<file path="config.mk">
export PLATFORM = sky130hd
export DESIGN_NAME = ratree_ctrl
export DESIGN_NICKNAME = d
export VERILOG_FILES = /design/src/sv/ratree_pkg.sv /design/src/sv/ratree_ctrl.sv
export SDC_FILE = /design/constraint.sdc
export NUM_CORES = 1
export LEC_CHECK = 0
export BUFFER_PORTS_ARGS = -buffer_cell sky130_fd_sc_hd__buf_4
export CAP_MARGIN = 25
export CORE_AREA = 2 2 42 44
export DETAILED_ROUTE_END_ITERATION = 8
export DIE_AREA = 0 0 44 46
export PLACE_DENSITY_LB_ADDON = 0.3
export SLEW_MARGIN = 20
export SYNTH_ARGS = -nofsm -noshare
export SYNTH_HDL_FRONTEND = slang
export SYNTH_SLANG_ARGS = --single-unit
</file>
<file path="constraint.sdc">
create_clock -name clk -period 2.6 [get_ports clk]
set_input_delay 0.52 -clock clk [delete_from_list [all_inputs] [get_ports clk]]
set_output_delay 0.52 -clock clk [all_outputs]
set_load 0.01 [all_outputs]
</file>
<file path="src/sv/ratree_pkg.sv">
`timescale 1ns / 1ps
// ratree_pkg: shared constants and the controller-to-datapath command word
// for range_add_argmin_tree. No dependencies.
package ratree_pkg;
  localparam int POS_W          = 10;   // leaf_position, range bounds, min_position
  localparam int VAL_W          = 48;   // operand_value, min_value
  localparam int CNT_W          = 11;   // active_count register
  localparam int DEF_LEAVES     = 1024;
  localparam int DEF_VALUE_BITS = 48;

  localparam logic OP_LOAD = 1'b0;
  localparam logic OP_ADD  = 1'b1;

  typedef struct packed {
    logic clear;     // write zero at addr (reset sweep)
    logic take;      // latch the accepted word
    logic first;     // first read of a sweep, restart the minimum search
    logic rd;        // read leaf at addr
    logic out_load;  // copy the finished minimum to the output registers
  } ratree_cmd_t;
endpackage

</file>
<file path="src/sv/ratree_ctrl.sv">
`timescale 1ns / 1ps
// ratree_ctrl: sequencer for the reset clearing pass and the per-word leaf sweep.
// Depends on ratree_pkg.
module ratree_ctrl #(
  parameter int LEAVES = ratree_pkg::DEF_LEAVES
) (
  input  logic                      clk,
  input  logic                      rst,
  input  logic                      in_valid,
  output logic                      in_ready,
  output logic                      out_valid,
  input  logic                      out_ready,
  output ratree_pkg::ratree_cmd_t   cmd,
  output logic [$clog2(LEAVES)-1:0] addr
);
  import ratree_pkg::*;

  localparam int AW = $clog2(LEAVES);

  typedef enum logic [2:0] {S_CLEAR, S_IDLE, S_SWEEP, S_LAST, S_FIN} state_t;

  state_t        state;
  logic [AW-1:0] cnt;
  logic          cnt_end;

  assign cnt_end  = (cnt == AW'(LEAVES - 1));
  assign addr     = cnt;
  assign in_ready = (state == S_IDLE);

  always_comb begin
    cmd          = '0;
    cmd.clear    = (state == S_CLEAR);
    cmd.take     = (state == S_IDLE) && in_valid;
    cmd.rd       = (state == S_SWEEP);
    cmd.first    = (state == S_SWEEP) && (cnt == '0);
    cmd.out_load = (state == S_FIN) && (!out_valid || out_ready);
  end

  always_ff @(posedge clk) begin
    if (rst) begin
      state     <= S_CLEAR;
      cnt       <= '0;
      out_valid <= 1'b0;
    end else begin
      if (state == S_FIN && (!out_valid || out_ready)) out_valid <= 1'b1;
      else if (out_ready) out_valid <= 1'b0;
      case (state)
        S_CLEAR: begin
          if (cnt_end) begin
            cnt   <= '0;
            state <= S_IDLE;
          end else begin
            cnt <= cnt + 1'b1;
          end
        end
        S_IDLE: begin
          if (in_valid) state <= S_SWEEP;
        end
        S_SWEEP: begin
          if (cnt_end) begin
            cnt   <= '0;
            state <= S_LAST;
          end else begin
            cnt <= cnt + 1'b1;
          end
        end
        S_LAST: state <= S_FIN;  // last leaf leaves the read stage
        S_FIN: begin
          if (!out_valid || out_ready) state <= S_IDLE;
        end
        default: state <= S_IDLE;
      endcase
    end
  end
endmodule

</file>
Yosys cells after proc, flatten, opt, wreduce, memory -nomap -nowiden. Cells that the tools add are included.

Logic and storage cells: 31. Output and inout bits: 17. Bits of input ports: 4. Bits in registers: 14.

Multiplexer cells: 8. Reductions and logical operators: 10. Add/sub/neg operators: 1. Equality and inequality tests: 9.

Operator list (number): 3-bit one-hot mux with 5 select lines (1); 3-bit two-way mux (4); 10-bit by 1-bit adder with 10-bit output, second input constant (1); 10-bit == test, second input constant (1); 10-bit logical NOT (1); 10-bit two-way mux (1); 3-bit by 2-bit == test with 1-bit output, second input constant (2); 2-bit by 1-bit != test with 1-bit output, second input constant (3); 4-bit AND reduction (1); 3-bit by 1-bit == test with 1-bit output, second input constant (1); 3-bit == test, second input constant (1); 1-bit logical AND (3); 3-bit logical NOT (1); 1-bit two-way mux (2); 2-bit != test, second input constant (1); 2-bit nonzero test (1); 2-bit OR reduction (1); 1-bit logical NOT (1); 1-bit logical OR (1).

Logic depth before layout (Yosys ltp).
Depth after elaboration: 4. Mapped depth: 5. Gate-level depth less buffers: 5.

Worst setup path after synthesis. OpenSTA, ideal clock, no wires.

Path type: register -> output. Start point: register cnt[0] (netlist: addr[0]). End point: output port cmd[2] (netlist name). Stages on the path, launching flop included: 5. Required time: 2.080 ns. Slack: 0.677 ns. Arrival time: 1.403 ns. Buffers on the path: 0. Cells stage by stage: dfxtp_1 inv_1 ha_1 or4b_1 nor4_1.

RTL lines: start: declaration (RTL line ratree_ctrl.sv:23) `logic [AW-1:0] cnt;`; start signal: assignment (RTL line ratree_ctrl.sv:53) `cnt <= cnt + 1'b1;`; start signal: assignment (RTL line ratree_ctrl.sv:64) `cnt <= cnt + 1'b1;`; end: declaration (RTL line ratree_ctrl.sv:13) `output ratree_pkg::ratree_cmd_t cmd,`.

==> metrics.csv <==
stage;metric;value;unit
critical_path;crit_start;addr[0];
placed_design;place_area;917;um^2
timing;setup_tns;0;ns
layout;syn_to_final_growth;24.5;%
synth;synth_edf_count;0;
floorplanning;die_w;44;um
floorplanning;io-pin-count;21;
timing;timing.final.crit_share;0.846;
cts;cts_sinks;14;
timing;slew_viol_final;0;
detailed_routing;drc;0;
cts;clk_pin_slew;0.08;ns
synth;ys_warn_count;0;
global_route;grt_pass1_vias;654;
timing;fin_skew;0.00602;ns
floorplanning;row_count;15;
synth;syn_area;766;um^2
detailed_routing;routed_via_density;5.63;
global_route;grt_pass1_wl;2790;um
min_path;worst_hold_path_type;reg2reg;
cts;post_cts_resized;0;
global_route;grt_antenna_before_repair;0;
detailed_routing;drt_iter0_drc;20;
placed_design;dp_hpwl;1220;um
global_route;grtUsageTotal;0.184;
synth;synth_fp_nets;97;
cts;cts_setup_buffers;0;
floorplanning;die_h;46;um
pwr;power.density;433;nW/um^2
timing;post-route-min-period;2.20;ns
detailed_routing;wirelength;1670;um
critical_path;regToRegStartpoint;addr[1];
timing;hold_ws;0.524;ns
timing;finalHoldViolCount;0;
cts;clockRootBuffer;clkbuf_4;
detailed_routing;vias;726;
critical_path;cp_data_arrival_time;1.68;ns
synth;async_flop_share;0;
placed_design;gp_congestion;0.812;
synth;syn-instance-count;91;
pwr;p_leak;0.418;nW
critical_path;cp-endpoint;cmd[2];
detailed_routing;drtAntennaViolNets;0;
placed_design;port_buffers;20;
critical_path;endpoint_kind;output pin;
synth;synthFlopType;dfxtp_1;
critical_path;r2r_end;state[0];
critical_path;required;2.08;ns
global_route;grt_overflow;0;
floorplanning;initial_core_util;0.474;
critical_path;reg2reg_setup_slack;0.96;ns
timing;worstMarginPinSlew;0.352;ns
cts;cts_made_buffers;3;
critical_path;crit_type;reg2out;
timing;timing.fmax;454;MHz
synth;yosysSeqAreaShare;0.366;
detailed_routing;dr.pass1.iters;4;
timing;rsz0062_at_grt;false;
layout;fillers;150;
timing;finalSetupViolations;0;
cts;cts_tree;built;
pwr;vdd_ir_drop_max;0.335;mV
detailed_routing;wl_per_cell;12.9;um
cts;clk_path_buf_depth;2;
global_route;grt_start_max_net_pins;16;
cts;clock_latency;0.28;ns
synth;syn_area_per_cell;8.41;um^2
cts;hold_buffers;0;
synth;ys_seq_elements;14;
floorplanning;dieArea;2020;um^2
critical_path;reg2reg_depth;5;
layout;drive_above_1_share;0.268;
job;max_cap_violations;0;
synth;synth.distinct_cells;34;
layout;layout.cell_area.non_filler;953;um^2
cts;cts.htree.levels;1;
critical_path;start_kind;flip-flop;
status;outcome;complete, no violations;
critical_path;path_max_fanout;6;
layout;antenna_cells;0;
layout;nets;119;
floorplanning;coreArea;1610;um^2
timing;max_slew_margin;0.765;
[layout by cell type, fill, tap and decap left out, types with 2 or more instances in the layout]
| cell type | synthesis | final |
|---|---|---|
| nor2_1 | 11 | 11 |
| clkbuf_4 | 0 | 3 |
| ha_1 | 2 | 2 |
| inv_1 | 2 | 2 |
| nor2b_1 | 3 | 3 |
| a21oi_1 | 8 | 8 |
| xor2_1 | 5 | 5 |
| and3_1 | 2 | 2 |
| and2_1 | 4 | 4 |
| nand3_1 | 8 | 8 |
| buf_4 | 0 | 20 |
| nand2_1 | 6 | 6 |
| a311oi_1 | 2 | 2 |
| dfxtp_1 | 14 | 14 |
| nor3_1 | 3 | 3 |
[routing by layer]
metal  wire length, um  share of wire  global-route usage
met1               747           0.45               0.225
met2               837           0.50               0.303
met3                68          0.041              0.0357
met4                12         0.0072               0.103
met5                 0              0                   0
[cell families after synthesis]
kind of cell | share of synthesized area
adders and majority gates | 0.0327
and+or+nand+nor | 0.379
AOI/OAI and AO/OA | 0.105
buffers and inverters | 0.0359
DFF | 0.366
xor gates and xnor gates | 0.0686
muxes | 0.0131
[layout make-up]
type                       instances  area (um^2)  share of cell area
sequential                        14          280               0.294
timing repair buffer              20          150               0.157
clock buffer                       4         36.3              0.0381
multi-input combinational         72          458               0.480
tap                               17         21.3              0.0223
inverter                           2         7.51             0.00787
[cells in the mapped netlist (2+ instances only)]
| library cell | instances | area share |
|---|---|---|
| inv_1 | 2 | 0.0098 |
| and3_1 | 2 | 0.016 |
| nor2b_1 | 3 | 0.025 |
| nand3_1 | 8 | 0.052 |
| nor2_1 | 11 | 0.054 |
| a21oi_1 | 8 | 0.052 |
| and2_1 | 4 | 0.033 |
| dfxtp_1 | 14 | 0.37 |
| nor3_1 | 3 | 0.020 |
| a311oi_1 | 2 | 0.023 |
| ha_1 | 2 | 0.033 |
| nand2_1 | 6 | 0.029 |
| xor2_1 | 5 | 0.057 |
[state kept, by name, indices dropped and copies added (netlist names)]
signal,flops
addr,10
state,3
out_valid,1
[per-stage QoR]
step | total power, mW | worst slack, ns | util | cells
after floorplan | 0.247 | 0.677 | - | 91
after global placement | 0.262 | 0.715 | 0.568 | 125
after detailed placement | 0.263 | 0.700 | 0.568 | 125
after CTS | 0.421 | 0.379 | 0.591 | 129
after global routing | 0.436 | 0.240 | 0.591 | 129
final | 0.413 | 0.399 | 0.591 | 129
[worst max-delay path: stages, from the launching register on]
cell     delay, ns
dfxtp_1       0.36
inv_1         0.09
ha_1          0.13
or4b_1        0.42
nor4_1        0.25
buf_4         0.17
[worst min path at each step]
stage	slack, ns	from	endpoint	depth (start not counted)
floorplan	0.52	out_valid	out_valid	2
global placement	0.49	out_valid	out_valid	2
detailed placement	0.51	addr[1]	addr[1]	2
CTS	0.52	rst	addr[3]	2
global route	0.51	rst	addr[9]	2
finish	0.52	addr[0]	addr[0]	2
[report_power, final]
| group | total (mW) | internal, mW | leakage, nW | switching (mW) |
|---|---|---|---|---|
| Clock | 0.156 | 0.0851 | 0.0210 | 0.0708 |
| Combinational | 0.0330 | 0.0164 | 0.283 | 0.0167 |
| Sequential | 0.224 | 0.218 | 0.113 | 0.00586 |
| Total | 0.413 | 0.320 | 0.418 | 0.0933 |
Note: power is estimated with default switching activity, not from simulation.
